`config.mk`:
```
export PLATFORM = sky130hd
export DESIGN_NAME = integer_to_ascii_formatter
export DESIGN_NICKNAME = d
export VERILOG_FILES = /design/src/design/ita_pkg.sv /design/src/design/ita_digits.sv /design/src/design/ita_emit.sv /design/src/design/integer_to_ascii_formatter.sv
export SDC_FILE = /design/constraint.sdc
export NUM_CORES = 1
export LEC_CHECK = 0
export ABC_CLOCK_PERIOD_IN_PS = 9300
export BUFFER_PORTS_ARGS = -buffer_cell sky130_fd_sc_hd__buf_4
export CAP_MARGIN = 15
export CORE_ASPECT_RATIO = 0.8
export CORE_UTILIZATION = 30
export CTS_BUF_LIST = sky130_fd_sc_hd__clkbuf_8
export CTS_CLUSTER_DIAMETER = 30
export DETAILED_ROUTE_END_ITERATION = 6
export GPL_TIMING_DRIVEN = 0
export HOLD_SLACK_MARGIN = 0.03
export PLACE_DENSITY_LB_ADDON = 0.05
export SLEW_MARGIN = 20
export SYNTH_ARGS = -nofsm -noshare
export SYNTH_HDL_FRONTEND = slang
export SYNTH_HIERARCHICAL = 1
export SYNTH_SLANG_ARGS = --single-unit
```
`constraint.sdc`:
```
create_clock -name clk -period 9.3 [get_ports clk]
set_clock_uncertainty 0.15 [all_clocks]
set_input_delay 0.93 -clock clk [delete_from_list [all_inputs] [get_ports clk]]
set_output_delay 0.93 -clock clk [all_outputs]
set_load 0.05 [all_outputs]
```
`src/design/ita_pkg.sv`:
```
`default_nettype none
package ita_pkg;

	// operand and field limits
	localparam int VALUE_BITS = 64;
	localparam int MAX_WIDTH  = 64;
	localparam int WIDTH_W    = 7;

	// digit store: enough lanes for 22 octal digits of a 64-bit word
	localparam int DIG_N  = 24;
	localparam int DIG_IW = $clog2(DIG_N);

	// binary to bcd conversion: one bit per cycle
	localparam int CONV_STEPS = 64;
	localparam int CONV_CW    = $clog2(CONV_STEPS);

	localparam logic [63:0] VAL_MASK = {64{1'b1}} >> (64 - VALUE_BITS);

	// ascii codes
	localparam logic [7:0] CH_SPACE = 8'h20;
	localparam logic [7:0] CH_PLUS  = 8'h2b;
	localparam logic [7:0] CH_MINUS = 8'h2d;
	localparam logic [7:0] CH_ZERO  = 8'h30;
	localparam logic [7:0] CH_X     = 8'h78;
	localparam logic [7:0] CH_A     = 8'h61;

	// radix codes, the unused code formats as hex
	typedef enum logic [1:0] {
		RADIX_OCT = 2'd0,
		RADIX_DEC = 2'd1,
		RADIX_HEX = 2'd2
	} radix_t;

	// control from the sequencer to the digit unit
	typedef struct packed {
		logic              load;
		logic [1:0]        radix;
		logic [DIG_IW-1:0] rd_idx;
	} dig_ctl_t;

	// status from the digit unit
	typedef struct packed {
		logic       busy;
		logic [3:0] digit;
	} dig_stat_t;

	// lowercase digit character
	function automatic logic [7:0] digit_char(input logic [3:0] d);
		if (d < 4'd10) begin
			digit_char = CH_ZERO + {4'd0, d};
		end else begin
			digit_char = CH_A + {4'd0, d} - 8'd10;
		end
	endfunction

endpackage
`default_nettype wire

```
`src/design/ita_digits.sv`:
```
`default_nettype none
module ita_digits import ita_pkg::*; (
	input  wire logic        clk,
	input  wire logic        arst_n,
	input  wire dig_ctl_t    ctl,
	input  wire logic [63:0] mag,
	output dig_stat_t        stat
);

	logic [3:0]         dig_q [DIG_N];
	logic [3:0]         adj   [DIG_N];
	logic [3:0]         dab   [DIG_N];
	logic [3:0]         ld    [DIG_N];
	logic [63:0]        sh_q;
	logic [CONV_CW-1:0] cnt_q;
	logic               busy_q;
	logic [65:0]        mag_x;

	assign mag_x = {2'b00, mag};

	// load pattern for each radix
	always_comb begin
		for (int i = 0; i < DIG_N; i++) begin
			ld[i] = 4'd0;
		end
		case (ctl.radix)
			RADIX_OCT: begin
				for (int i = 0; i < 22; i++) begin
					ld[i] = {1'b0, mag_x[3*i +: 3]};
				end
			end
			RADIX_DEC: begin
				for (int i = 0; i < DIG_N; i++) begin
					ld[i] = 4'd0;
				end
			end
			default: begin
				for (int i = 0; i < 16; i++) begin
					ld[i] = mag[4*i +: 4];
				end
			end
		endcase
	end

	// shift-add-3 step over all bcd lanes
	always_comb begin
		for (int i = 0; i < DIG_N; i++) begin
			adj[i] = (dig_q[i] >= 4'd5) ? dig_q[i] + 4'd3 : dig_q[i];
		end
		dab[0] = {adj[0][2:0], sh_q[63]};
		for (int i = 1; i < DIG_N; i++) begin
			dab[i] = {adj[i][2:0], adj[i-1][3]};
		end
	end

	// conversion control
	always_ff @(posedge clk or negedge arst_n) begin
		if (!arst_n) begin
			busy_q <= 1'b0;
			cnt_q  <= '0;
		end else if (ctl.load) begin
			busy_q <= (ctl.radix == RADIX_DEC);
			cnt_q  <= '0;
		end else if (busy_q) begin
			cnt_q <= cnt_q + 1'b1;
			if (cnt_q == CONV_CW'(CONV_STEPS - 1)) begin
				busy_q <= 1'b0;
			end
		end
	end

	// digit lanes and shift source
	always_ff @(posedge clk) begin
		if (ctl.load) begin
			dig_q <= ld;
			sh_q  <= mag;
		end else if (busy_q) begin
			dig_q <= dab;
			sh_q  <= {sh_q[62:0], 1'b0};
		end
	end

	assign stat.busy  = busy_q;
	assign stat.digit = dig_q[ctl.rd_idx];

endmodule
`default_nettype wire

```
`src/design/ita_emit.sv`:
```
`default_nettype none
module ita_emit import ita_pkg::*; (
	input  wire logic               clk,
	input  wire logic               arst_n,
	input  wire logic [63:0]        value,
	input  wire logic [1:0]         radix,
	input  wire logic               signed_mode,
	input  wire logic               plus_sign,
	input  wire logic               alt_prefix,
	input  wire logic [WIDTH_W-1:0] pad_width,
	input  wire logic               in_valid,
	output logic                    in_stall,
	output logic [7:0]              character,
	output logic                    last,
	output logic                    out_valid,
	input  wire logic               out_stall,
	output dig_ctl_t                ctl,
	output logic [63:0]             mag,
	input  wire dig_stat_t          stat
);

	typedef enum logic [7:0] {
		ST_IDLE = 8'b0000_0001,
		ST_CONV = 8'b0000_0010,
		ST_SCAN = 8'b0000_0100,
		ST_PAD  = 8'b0000_1000,
		ST_SIGN = 8'b0001_0000,
		ST_PFX0 = 8'b0010_0000,
		ST_PFXX = 8'b0100_0000,
		ST_DIG  = 8'b1000_0000
	} state_t;

	state_t             state_q;
	logic [DIG_IW-1:0]  idx_q;
	logic [WIDTH_W-1:0] width_q;
	logic [WIDTH_W-1:0] pad_q;
	logic               neg_q;
	logic               plus_q;
	logic [1:0]         pfx_q;
	logic [7:0]         char_q;
	logic               last_q;
	logic               oval_q;

	logic [63:0]        v;
	logic               neg;
	logic               accept;
	logic               can_emit;
	logic               emit;
	logic [1:0]         pfx_len;
	logic [WIDTH_W-1:0] len;

	assign accept   = in_valid && !in_stall;
	assign in_stall = (state_q != ST_IDLE);
	assign can_emit = !oval_q || !out_stall;

	// magnitude of the request value
	assign v   = value & VAL_MASK;
	assign neg = signed_mode && v[VALUE_BITS-1];
	assign mag = neg ? ((~v + 64'd1) & VAL_MASK) : v;

	// prefix length: none for decimal or zero
	always_comb begin
		pfx_len = 2'd0;
		if (alt_prefix && (v != 64'd0)) begin
			case (radix)
				RADIX_OCT: pfx_len = 2'd1;
				RADIX_DEC: pfx_len = 2'd0;
				default:   pfx_len = 2'd2;
			endcase
		end
	end

	// field length once the top digit is found
	assign len = WIDTH_W'(idx_q) + WIDTH_W'(1) + WIDTH_W'(pfx_q) + WIDTH_W'(neg_q | plus_q);

	assign ctl.load   = accept;
	assign ctl.radix  = radix;
	assign ctl.rd_idx = idx_q;

	// a character is loaded into the output register this cycle
	always_comb begin
		case (state_q)
			ST_PAD:  emit = can_emit && (pad_q != '0);
			ST_SIGN: emit = can_emit && (neg_q || plus_q);
			ST_PFX0: emit = can_emit && (pfx_q != 2'd0);
			ST_PFXX: emit = can_emit;
			ST_DIG:  emit = can_emit;
			default: emit = 1'b0;
		endcase
	end

	// output valid: set on a new character, cleared once taken
	always_ff @(posedge clk or negedge arst_n) begin
		if (!arst_n) begin
			oval_q <= 1'b0;
		end else if (emit) begin
			oval_q <= 1'b1;
		end else if (!out_stall) begin
			oval_q <= 1'b0;
		end
	end

	// sequencer and output register
	always_ff @(posedge clk or negedge arst_n) begin
		if (!arst_n) begin
			state_q <= ST_IDLE;
			idx_q   <= '0;
			width_q <= '0;
			pad_q   <= '0;
			neg_q   <= 1'b0;
			plus_q  <= 1'b0;
			pfx_q   <= 2'd0;
			char_q  <= 8'd0;
			last_q  <= 1'b0;
		end else begin
			case (state_q)
				ST_IDLE: begin
					if (accept) begin
						neg_q   <= neg;
						plus_q  <= signed_mode && plus_sign && !neg;
						pfx_q   <= pfx_len;
						width_q <= (pad_width > WIDTH_W'(MAX_WIDTH)) ?
							WIDTH_W'(MAX_WIDTH) : pad_width;
						state_q <= ST_CONV;
					end
				end
				ST_CONV: begin
					if (!stat.busy) begin
						idx_q   <= DIG_IW'(DIG_N - 1);
						state_q <= ST_SCAN;
					end
				end
				// walk down to the most significant nonzero digit
				ST_SCAN: begin
					if ((stat.digit == 4'd0) && (idx_q != '0)) begin
						idx_q <= idx_q - 1'b1;
					end else begin
						pad_q   <= (width_q > len) ? width_q - len : '0;
						state_q <= ST_PAD;
					end
				end
				ST_PAD: begin
					if (pad_q == '0) begin
						state_q <= ST_SIGN;
					end else if (can_emit) begin
						char_q <= CH_SPACE;
						last_q <= 1'b0;
						pad_q  <= pad_q - 1'b1;
					end
				end
				ST_SIGN: begin
					if (!(neg_q || plus_q)) begin
						state_q <= ST_PFX0;
					end else if (can_emit) begin
						char_q  <= neg_q ? CH_MINUS : CH_PLUS;
						last_q  <= 1'b0;
						state_q <= ST_PFX0;
					end
				end
				ST_PFX0: begin
					if (pfx_q == 2'd0) begin
						state_q <= ST_DIG;
					end else if (can_emit) begin
						char_q  <= CH_ZERO;
						last_q  <= 1'b0;
						state_q <= (pfx_q == 2'd2) ? ST_PFXX : ST_DIG;
					end
				end
				ST_PFXX: begin
					if (can_emit) begin
						char_q  <= CH_X;
						last_q  <= 1'b0;
						state_q <= ST_DIG;
					end
				end
				ST_DIG: begin
					if (can_emit) begin
						char_q <= digit_char(stat.digit);
						last_q <= (idx_q == '0);
						if (idx_q == '0) begin
							state_q <= ST_IDLE;
						end else begin
							idx_q <= idx_q - 1'b1;
						end
					end
				end
				default: begin
					state_q <= ST_IDLE;
				end
			endcase
		end
	end

	assign character = char_q;
	assign last      = last_q;
	assign out_valid = oval_q;

endmodule
`default_nettype wire

```
`src/design/integer_to_ascii_formatter.sv`:
```
// channel  | handshake            | payload
// ---------+----------------------+-----------------------------------------------
// in       | in_valid / in_stall  | value, radix, signed_mode, plus_sign,
//          |                      | alt_prefix, pad_width
// out      | out_valid / out_stall| character, last
//
// one request at a time: the request is loaded, a decimal value then runs a
// bit-serial shift-add-3 conversion, the digit scan walks down to the top nonzero
// digit, then pad, sign, prefix and digits leave at most one character per cycle,
// none while a stalled character waits, as pad ends or as a sign or prefix is skipped.
// arst_n clears the sequencer and the output register; digit lanes are not reset.
// out_stall holds the output register and the sequencer; the last character may
// still wait in the output register while the next request is taken.
`default_nettype none
module integer_to_ascii_formatter import ita_pkg::*; (
	input  wire logic               clk,
	input  wire logic               arst_n,
	input  wire logic [63:0]        value,
	input  wire logic [1:0]         radix,
	input  wire logic               signed_mode,
	input  wire logic               plus_sign,
	input  wire logic               alt_prefix,
	input  wire logic [WIDTH_W-1:0] pad_width,
	input  wire logic               in_valid,
	output logic                    in_stall,
	output logic [7:0]              character,
	output logic                    last,
	output logic                    out_valid,
	input  wire logic               out_stall
);

	dig_ctl_t    ctl;
	dig_stat_t   stat;
	logic [63:0] mag;

	// sequencer with output register
	ita_emit u_emit (
		.clk         (clk),
		.arst_n      (arst_n),
		.value       (value),
		.radix       (radix),
		.signed_mode (signed_mode),
		.plus_sign   (plus_sign),
		.alt_prefix  (alt_prefix),
		.pad_width   (pad_width),
		.in_valid    (in_valid),
		.in_stall    (in_stall),
		.character   (character),
		.last        (last),
		.out_valid   (out_valid),
		.out_stall   (out_stall),
		.ctl         (ctl),
		.mag         (mag),
		.stat        (stat)
	);

	// digit store and bcd shift unit
	ita_digits u_digits (
		.clk    (clk),
		.arst_n (arst_n),
		.ctl    (ctl),
		.mag    (mag),
		.stat   (stat)
	);

endmodule
`default_nettype wire

```
== After elaboration in Yosys (flattened, before gate mapping) ==
Cells that the tools add are included.
W data, S select, Z words.
Storage, ports and cells
  register bits after elaboration: 208
Cells by class
  $add $sub $neg: 35
  order comparisons: 28
  equality and inequality tests: 30
  mux-type cells: 84
  bitwise gates (word level): 3
  reductions and logical operators: 35
Operators with widths (number)
  $mux W64: 3
  $mux W96: 2
  $mux W8: 20
  $pmux W64 S2: 1
  $mux W4: 25
  $ge A4 B3 Y1 const B: 24
  $add A4 B2 Y4 const B: 23
  $add A64 B1 Y64 const B: 1
  $not A64 Y64: 1
  $pmux W8 S8: 1
  $reduce_bool A64 Y1: 1
  $pmux W8 S5: 1
  $mux W7: 5
  $mux W23: 1
  $ne A2 B1 Y1 const B: 11
  $bmux W4 S5: 1
  $mux W5: 4
  $reduce_and A9 Y1: 2
  $pmux W5 S3: 1
  $pmux W7 S2: 1
  $mux W6: 2
  $mux W1: 10
  $ne A2 B2 Y1 const B: 5
  $reduce_and A5 Y1: 2
  other kinds (50): 67

== Logic depth before layout (Yosys ltp) ==
Gate-level depths: netlist of the first run.
  depth after elaboration: 9
  mapped depth: 16
  depth with buffers taken out: 16

== Cells and area by module ==
The synthesis of the first run kept the hierarchy.
Modules (own cells, without submodules)
  ita_digits: instances 1, cells an instance 900, area an instance 10015.9 sq um
  ita_emit: instances 1, cells an instance 515, area an instance 4100.2 sq um

== Least setup slack after synthesis of the first run ==
Ideal clock, no wire load.
  path kind: register -> register
  start: reg u_emit.state_q[6]
  end: reg u_digits/dig_q[10] (netlist bit) (enable)
  arrival: 4586 ps
  required time: 8702 ps
  path slack: 4116 ps
  cell stages (with the launch flop): 11
  path buffers: 4
  cells stage by stage: dfrtp_1 nor4_2 nand4b_1 inv_1 nand2_1 inv_1 buf_4 buf_2 buf_2 buf_2 or2_2
Between the ends
  cells in the longest elaborated chain, start to end: 4
RTL lines
  start: declaration: line ita_emit.sv:33  | state_t state_q;
  start signal: assignment: line ita_emit.sv:166  | state_q <= (pfx_q == 2'd2) ? ST_PFXX : ST_DIG;
  $ne A8 B1 Y1: line ita_emit.sv:53  | assign in_stall = (state_q != ST_IDLE);
  via in_stall: line integer_to_ascii_formatter.sv:25  | output logic in_stall,
  $logic_not A1 Y1: line ita_emit.sv:52  | assign accept = in_valid && !in_stall;
  $logic_and A1 B1 Y1: line ita_emit.sv:52
  via u_emit.accept: line ita_emit.sv:46  | logic accept;
  $reduce_bool A2 Y1 (no line)
  end signal: assignment: line ita_digits.sv:75  | dig_q <= ld;
  end: declaration: line ita_digits.sv:10  | logic [3:0] dig_q [DIG_N];
The timed path passes the listed nets, and every way through them passes these cells.
A chain may end at the register's enable or synchronous reset.

== Worst setup path in the final report of the first run ==
  start: reg u_emit.state_q[6]
  end: reg u_digits/dig_q[50] (netlist bit) (enable)
Between the ends
  cells in the longest elaborated chain, start to end: 4
RTL lines (line)
  $ne A8 B1 Y1: ita_emit.sv:53
  $logic_not A1 Y1: ita_emit.sv:52
  $logic_and A1 B1 Y1: ita_emit.sv:52
  via u_emit.accept: ita_emit.sv:46
  $reduce_bool A2 Y1 (no line)
The timed path passes the listed nets, and every way through them passes these cells.

==> summary by stage, run 1 <==
Outcome
The run finished with clean final reports.

Synth
The number of flops mapped to enable cells by yosys is approximately 150. A synthesized cell averages 9.98 sq um. The number of distinct library cell variants in the gate-level netlist after synthesis is 78. The flip-flop and latch count after synthesis is 207. In the synthesized netlist the async set-or-reset flop fraction comes to 22.7%. The post-synth net total is 1563. The synthesized design spends more area on one cell type than any other, namely sky130_fd_sc_hd__edfxtp_1. Yosys attributes the largest share of cell area to sky130_fd_sc_hd__edfxtp_1 32%, sky130_fd_sc_hd__dfrtp_1 8.2%, sky130_fd_sc_hd__ha_1 5.9%. In the synthesized netlist, the number of instances is 1415. Sequential cells were found to cover 41.8% of the synthesized design area.

The most frequently used flop master after synthesis is sky130_fd_sc_hd__edfxtp_1. Summed over its instances, the top area cell type makes up 32.3% of the synthesized netlist area. The number of synthesis warnings is 6. The netlist area before placement is between 10000 and 15000 sq um.

Power and ir drop
Overall power consumption after layout is estimated at between 6 and 7 mW. The power per cell area is 372 nW/um^2. VDD sags by at most ~0.14 mV.

The leakage power is 6.68 nW.

Routing
In the final routed layout, each cell accounts on average for 22.1 um. In this run the remaining antenna-violating nets after routing total 0. The sum of routed wire length over all layers is 49.7 mm.

The total vias in the final route is 11818. The first TritonRoute pass finished after 5 iterations. The number of DRC markers in iteration 0 is 906. The total DRC errors in the routed layout is 0. In the routed layout, each cell is associated on average with a via count of around 5.3.

Die
The count of boundary I/O pins is 91. The floorplan has 70 rows. The die is 245 um wide. Measured along the y axis, the die boundary spans slightly below 200 um. The starting density of the core is a little under a third. The die area is about 48000 sq um.

The standard cell core area is 46100 sq um.

Timing
The final worst-path cycle share is 53.5%. The final count of pins violating max slew is 0. Setup repair after global routing left no endpoint under its margin. The smallest clock period supported by the final layout is computed as 4.97 ns. The total count of hold-check failures in the final report is 0. The worst path meets setup with between 4 and 5 ns of slack. The tightest hold path in the finished design has a slack of 0.187 ns. For the pin with the worst max-slew slack, the measured transition is 1.01 ns.

Setup violations remaining at the end of the flow were counted as 0. Setup total negative slack on the finished layout was measured at 0 ns. Measured against its own limit, the worst slew margin works out to 32.3%. For this run, the top clock speed supported by timing is between 0.2 and 0.25 GHz.

Global routing
The via count of the first global-routing pass is 11487. Entering global routing, the biggest net connects 48 pins. The first global-routing pass estimated 74.1 mm of wire. Global routing used 20.8% of the available tracks. The total global routing overflow is 0. The initial antenna violation count came to 1.

Place
The placer's final routability congestion estimate is 0.821. The half-perimeter wire length of the detailed placement result is 36.3 mm. Timing analysis after detailed placement gives a worst setup slack of 4.32 ns. In this run the tool buffered the top-level ports with 89 buffer cells. The total instance count after detailed placement is between 2000 and 2500. The post-placement cell area is approximately 16000 sq um.

Final layout
In the layout the commonest cells are 152 x sky130_fd_sc_hd__edfxtp_1, 112 x sky130_fd_sc_hd__a21oi_1, 108 x sky130_fd_sc_hd__o21ai_0. The layout overhead on the synthesized area is 20.7%. The diode insertion count for antenna repair is 0.

The count of cells in the finished layout, fillers not included, comes to between 2000 and 2500. Cells with a size suffix above 1 make up 20.4% of the layout. The net count of the finished layout is 1727.

After routing the design area is 17000 sq um. Measured on the finished design, the core utilization comes to between 30% and 40%. Leaving out fill and tap cells, the most frequent cell in the layout is sky130_fd_sc_hd__edfxtp_1.

Critical path
The type of destination of the critical path is a flip-flop. The required time reported for the critical path endpoint is around 9.4 ns. The critical path in this run is classified as flip-flop to flip-flop. The worst endpoint data arrival time is 5.12 ns. STA classifies the critical path startpoint as a flip-flop. Along the worst path, the maximum fanout reaches 45.

Clocking
After clock tree synthesis, the repair step resized 0 gates. The insertion delay to the later sink of the worst-skew pair is 0.62 ns. Clock-pin slew was measured on the worst setup and hold paths at 0.05 ns. The clock buffer count from CTS is 69. The quantity of hold-fixing buffers added after cts is 0. The number of setup buffers added after CTS is 0. Clock tree synthesis selected as its root buffer the cell sky130_fd_sc_hd__clkbuf_8.

The H-tree generated during clock tree synthesis spans 3 levels. The clock tree from TritonCTS is done. The clock passes through at most 3 buffers. The sink count of the clock tree is 207.

Flow run
The number of max-cap violations is 0.

Min path
The class of the worst hold path is input pin to async pin.
[worst paths after layout]
path	start	endpoint	slack, ns	depth (start not counted)
min in group clk	u_emit/character[5]	u_emit/character[5]	0.32	1
max	u_emit/state_q[6]	u_digits/dig_q[50]	4.33	12
max reg2reg	u_emit/state_q[6]	u_digits/dig_q[50]	4.33	12
min	arst_n	u_emit/pad_q[5]	0.19	1
max in group asynchronous	arst_n	u_digits/cnt_q[1]	8.34	1
min reg2reg	u_emit/character[5]	u_emit/character[5]	0.32	1
[synthesized netlist by cell type (8+ instances only)]
library cell	n
sky130_fd_sc_hd__o22ai_1	37
sky130_fd_sc_hd__ha_1	66
sky130_fd_sc_hd__nor3_1	22
sky130_fd_sc_hd__nor4_1	8
sky130_fd_sc_hd__nor2b_1	14
sky130_fd_sc_hd__edfxtp_1	152
sky130_fd_sc_hd__buf_2	17
sky130_fd_sc_hd__mux2i_1	14
sky130_fd_sc_hd__clkbuf_1	36
sky130_fd_sc_hd__nor2_1	95
sky130_fd_sc_hd__o21ai_0	108
sky130_fd_sc_hd__nand3_1	27
sky130_fd_sc_hd__nand4_1	10
sky130_fd_sc_hd__nand2b_1	33
sky130_fd_sc_hd__or4_1	11
sky130_fd_sc_hd__xnor2_1	62
sky130_fd_sc_hd__nand2_1	94
sky130_fd_sc_hd__o32ai_1	17
sky130_fd_sc_hd__a21o_1	8
sky130_fd_sc_hd__a21oi_1	112
sky130_fd_sc_hd__dfrtp_1	46
sky130_fd_sc_hd__o31ai_1	14
sky130_fd_sc_hd__mux4_2	14
sky130_fd_sc_hd__a22oi_1	49
sky130_fd_sc_hd__nor3b_1	22
sky130_fd_sc_hd__xor2_1	55
sky130_fd_sc_hd__mux2_2	67
sky130_fd_sc_hd__inv_1	84
sky130_fd_sc_hd__dfxtp_1	8
sky130_fd_sc_hd__a31oi_1	11
[cell families (layout without fill, tap and decap cells)]
group           count (synthesis)  after routing  share of synthesized area (%)
fa+ha+maj                      68             68                           6.13
xor+xnor                      117            117                           7.26
other cells                     1              1                         0.0266
compound gates                395            395                           17.0
flops                         207            207                           41.8
mux                           100            100                           9.10
simple gates                  376            376                           14.0
buf+inv                       151            370                           4.60
[state kept, by name, indices dropped and copies added (netlist names)]
signal,cells
u_emit/width_q,7
u_emit/plus_q,1
u_emit/idx_q,5
u_emit/pfx_q,2
u_emit/last,1
u_emit/state_q,8
u_digits/cnt_q,6
u_emit/pad_q,7
u_digits/dig_q,96
u_emit/character,7
u_digits/sh_q,64
u_emit/neg_q,1
u_emit/out_valid,1
u_digits/busy_q,1
[power by group]
group	total [mW]	switching (mW)	internal (mW)
clock	1.45	0.554	0.891
combinational	2.87	1.70	1.17
sequential	2.03	0.385	1.64
total	6.34	2.64	3.70
[area by class of cell]
class,count,area (sq um)
clock inverter,53,399
clock buffer,73,1000
multi-input combinational,1057,7580
tap,612,766
timing repair buffer,93,736
inverter,86,323
fill,4752,29000
sequential,207,5900
buffer,65,327
[routing by layer]
metal	up-vias	routed length [um]	global-route usage (%)
met5	-	0	0
met4	0	1120	6.18
met3	74	2910	4.31
met2	386	20700	30.0
met1	5762	25000	30.9
li1	5596	-	-
[worst max-delay path, stage by stage (launching register included)]
cell,delay (ns)
sky130_fd_sc_hd__dfrtp_1,0.41
sky130_fd_sc_hd__nor4_2,0.58
sky130_fd_sc_hd__nand4b_1,0.40
sky130_fd_sc_hd__inv_1,0.24
sky130_fd_sc_hd__nand2_1,0.21
sky130_fd_sc_hd__inv_1,0.16
sky130_fd_sc_hd__buf_4,0.12
sky130_fd_sc_hd__buf_2,0.31
sky130_fd_sc_hd__buf_2,0.42
sky130_fd_sc_hd__buf_2,0.35
sky130_fd_sc_hd__or2_4,0.64
sky130_fd_sc_hd__buf_12,0.32
sky130_fd_sc_hd__buf_12,0.27
No activity file was read; power rests on OpenSTA's default activity.
==> run 2: changes to the inputs <==
--- a/config.mk
+++ b/config.mk
@@ -5,7 +5,7 @@
 export SDC_FILE = /design/constraint.sdc
 export NUM_CORES = 1
 export LEC_CHECK = 0
-export ABC_CLOCK_PERIOD_IN_PS = 9300
+export ABC_CLOCK_PERIOD_IN_PS = 4000
 export BUFFER_PORTS_ARGS = -buffer_cell sky130_fd_sc_hd__buf_4
 export CAP_MARGIN = 15
 export CORE_ASPECT_RATIO = 0.8
==> constraint.sdc (replaced) <==
create_clock -name clk -period 4 [get_ports clk]
set_clock_uncertainty 0.15 [all_clocks]
set_input_delay 0.4 -clock clk [delete_from_list [all_inputs] [get_ports clk]]
set_output_delay 0.4 -clock clk [all_outputs]
set_load 0.05 [all_outputs]
==> summary by stage, run 2 (synthesis gave the netlist of run 1 again) <==
Final layout
The flip-flop count of the largest register after layout came to 96 (unchanged). Largest registers: u_digits/dig_q: 96 flops, u_digits/sh_q: 64 flops, u_emit/state_q: 8 flops (unchanged). The core utilization of the finished layout is 37.5% (was 37.0%).

The final design instance area without fill came to 17300 sq um (was 17000 sq um). The share of final-layout standard cells stronger than drive strength 1 came to 20.2% (was 20.4%). The number of non-filler instances in the completed layout is 2264 (was 2246). The net count of the finished layout is 1751 (was 1727).

The commonest non-fill, non-tap cell in the layout is sky130_fd_sc_hd__edfxtp_1 (unchanged). The diode insertion count for antenna repair is 0 (unchanged). The largest register by flop count is u_digits/dig_q (unchanged). The layout overhead on the synthesized area is 22.3% (was 20.7%).

Commonest non-fill, non-tap cells in the layout: 152 x sky130_fd_sc_hd__edfxtp_1, 112 x sky130_fd_sc_hd__a21oi_1, 108 x sky130_fd_sc_hd__o21ai_0 (unchanged).

Die
The standard cell core area was 46100 sq um (unchanged). The starting density of the core is 30.6% (unchanged). The die span in x came to 245 um (unchanged). The placement row count was 70 (unchanged). The count of boundary I/O pins is 91 (unchanged). The die area was 47900 sq um (unchanged).

The vertical extent of the die is 196 um (unchanged).

Clocking
The insertion delay to the later sink of the worst-skew pair is 0.62 ns (about the same). The clock buffer count from CTS came to 66 (was 69). The maximum clock insertion buffer count is 3 (unchanged).

The count of H-tree levels built during CTS is 3 (unchanged). The root buffer selected by CTS is sky130_fd_sc_hd__clkbuf_8 (unchanged). The sink count of the clock tree is 207 (unchanged). The clock edge transition at the registers on the reported setup and hold paths is 0.04 ns (was 0.05 ns). The clock tree from TritonCTS is done (unchanged).

Routing
The total vias in the final route is 11895 (was 11818). The number of iterations in the first detailed-routing pass is 5 (unchanged). The via density per instance is 5.25 (was 5.26). The count of antenna-violating nets left after detailed routing was 0 (unchanged). The sum of routed wire length over all layers is 50.3 mm (was 49.7 mm).

The total DRC errors in the routed layout was 0 (unchanged). The number of DRC markers in iteration 0 is 937 (was 906). The detail-routed net length per standard cell is 22.2 um (was 22.1 um).

Critical path
The most numerous cell on the critical path is sky130_fd_sc_hd__inv_1 (was sky130_fd_sc_hd__buf_2). The path type of the worst setup path was flip-flop to flip-flop (unchanged). The critical-path cell with the highest stage delay was sky130_fd_sc_hd__or4b_4 (was sky130_fd_sc_hd__or2_4). The kind of start point of the critical path is a flip-flop (unchanged).

The worst endpoint data arrival time is 4.12 ns (was 5.12 ns). The critical-path maximum fanout is 10 (was 45). Cell-by-cell trace of the critical path: buf_2 -> inv_1 -> mux4_2 -> nand2_1 -> o2111ai_1 -> nand3_1 -> inv_1 -> ha_1 -> nand3_2 -> o22ai_1 -> or4b_4 -> buf_6 -> mux2_4 (was nor4_2 -> nand4b_1 -> inv_1 -> nand2_1 -> inv_1 -> buf_4 -> buf_2 -> buf_2 -> buf_2 -> or2_4 -> buf_12 -> buf_12).

The sum of buffers and inverters on the critical path is 4 (was 8). The required time reported for the critical path endpoint came to 4.34 ns (was 9.44 ns). The type of destination of the critical path is a flip-flop (unchanged). The delay contributed by the slowest stage of the critical path is 0.54 ns (was 0.64 ns).

The gate family responsible for the most delay along the worst path was simple AND/OR/NAND/NOR gates (was buffers and inverters).

Power and ir drop
The power share of the combinational group is 46.7% (was 45.3%). The highest ir drop seen on vdd came to 0.333 mV (was 0.142 mV). The power per cell area is 852 nW/um^2 (was 372 nW/um^2). The clock network fraction of total power is 21.3% (was 22.8%). The switching portion of total power is 41.7% (was 41.6%). The sequential group share of total power is 32.1% (was 31.9%). The overall power after layout is 14.7 mW (was 6.34 mW).

The leakage power is 6.76 nW (was 6.68 nW). The internal power contribution is 8.57 mW (was 3.70 mW). The switching component of the power was 6.13 mW (was 2.64 mW).

Timing
The worst hold slack across all endpoints is 0.0966 ns (was 0.187 ns). The final worst-path cycle share is 94.4% (was 53.5%). The smallest setup slack after layout is 0.224 ns (was 4.33 ns).

Setup repair after global routing missed its margin: true (was false). The total negative slack for setup checks came to 0 ns (unchanged). The final number of setup-violating endpoints came to 0 (unchanged). The slew of the pin with the lowest slew margin is 1.06 ns (was 1.01 ns). The final count of pins violating max slew is 0 (unchanged). The highest clock rate is 0.265 GHz (was 0.201 GHz). The time the final worst path needs with I/O delays and setup was 3.78 ns (was 4.97 ns). The total count of hold-check failures in the final report is 0 (unchanged).

The max-slew headroom at the worst pin was 29.4% (was 32.3%).

Global routing
The via count of the first global-routing pass is 11559 (was 11487). The combined global-route utilization of all metal layers is 21.2% (was 20.8%). The total global routing overflow is 0 (unchanged). The largest net degree at the start of global routing is 48 (unchanged).

The initial antenna violation count came to 0 (was 1). The first-pass GRT wire length is 75.7 mm (was 74.1 mm).

Min path
The class of the worst hold path is input pin to flip-flop (was input pin to async pin).

Place
The placer's final routability congestion estimate is 0.816 (was 0.821). The worst setup slack after placement is -0.288 ns (was 4.32 ns). The number of buffers inserted by port buffering was 89 (unchanged). The total instance count after detailed placement is 2120 (unchanged).

The post-placement cell area was 15700 sq um (was 15600 sq um). The half-perimeter wire length of the detailed placement result is 36.6 mm (was 36.3 mm).

Outcome
Status: completed (unchanged).

Flow run
The number of max-cap violations is 0 (unchanged).
==> run 2: changes by cell type in the layout (fill, tap and decap cells not counted), sizes merged <==
| cell | previous run | this run |
|---|---|---|
| dlygate4sd3 | 0 | 21 |
| or2 | 3 | 4 |
| buf | 122 | 127 |
| clkinv | 30 | 17 |
| bufinv | 6 | 3 |
| inv | 100 | 105 |
| clkbuf | 109 | 111 |
==> run 2: tightest hold or removal path, cell delays in order <==
cell	delay [ns]
sky130_fd_sc_hd__buf_4	0.13
sky130_fd_sc_hd__buf_4	0.11
sky130_fd_sc_hd__nand2_1	0.06
sky130_fd_sc_hd__inv_1	0.05
==> run 2: worst paths after layout <==
kind                                           from             endpoint  slack [ns]  depth (start not counted)
worst min-delay path                       value[0]     u_digits/sh_q[0]         0.1                          4
min in group asynchronous                    arst_n      u_emit/pad_q[2]        0.22                          2
worst max-delay path                u_emit/idx_q[1]    u_emit/state_q[5]        0.22                         13
max in group asynchronous                    arst_n      u_emit/idx_q[2]        2.99                          2
worst max register to register      u_emit/idx_q[1]    u_emit/state_q[5]        0.22                         13
worst min register to register  u_emit/character[5]  u_emit/character[5]        0.32                          1
==> run 2: area by class of cell <==
class	instances	area, sq um
sequential	207	5900
inverter	86	323
clock inverter	42	275
timing repair buffer	119	1010
tap	612	766
clock buffer	75	1030
fill	4731	28800
multi-input combinational	1058	7610
buffer	65	349
==> run 2: repair_timing <==
action                                  in CTS  in global routing
endpoints found under the setup margin      57                 54
pin swaps                                    1                  3
gates cloned                                 1                  0
resized for setup                            0                  3
buffers inserted                             2                  3
endpoints found under the hold margin       57                  0
hold buffers                                21                  0
==> run 2: power by group through the flow <==
stage,sequential [mW],clock (mW),combinational (mW)
final,4.72,3.13,6.86
after global routing,4.87,3.34,7.59
after CTS,4.71,3.23,6.85
after detailed placement,4.72,0,6.72
after global placement,4.79,0,6.57
after floorplan,4.41,0,4.82
==> run 2: routing by layer <==
layer	track usage (%)	wire length, um	vias to the layer above
met4	5.09	757	0
met3	4.21	2570	57
met1	31.7	25500	5850
li1	-	-	5662
met5	0	0	-
met2	31.0	21500	326
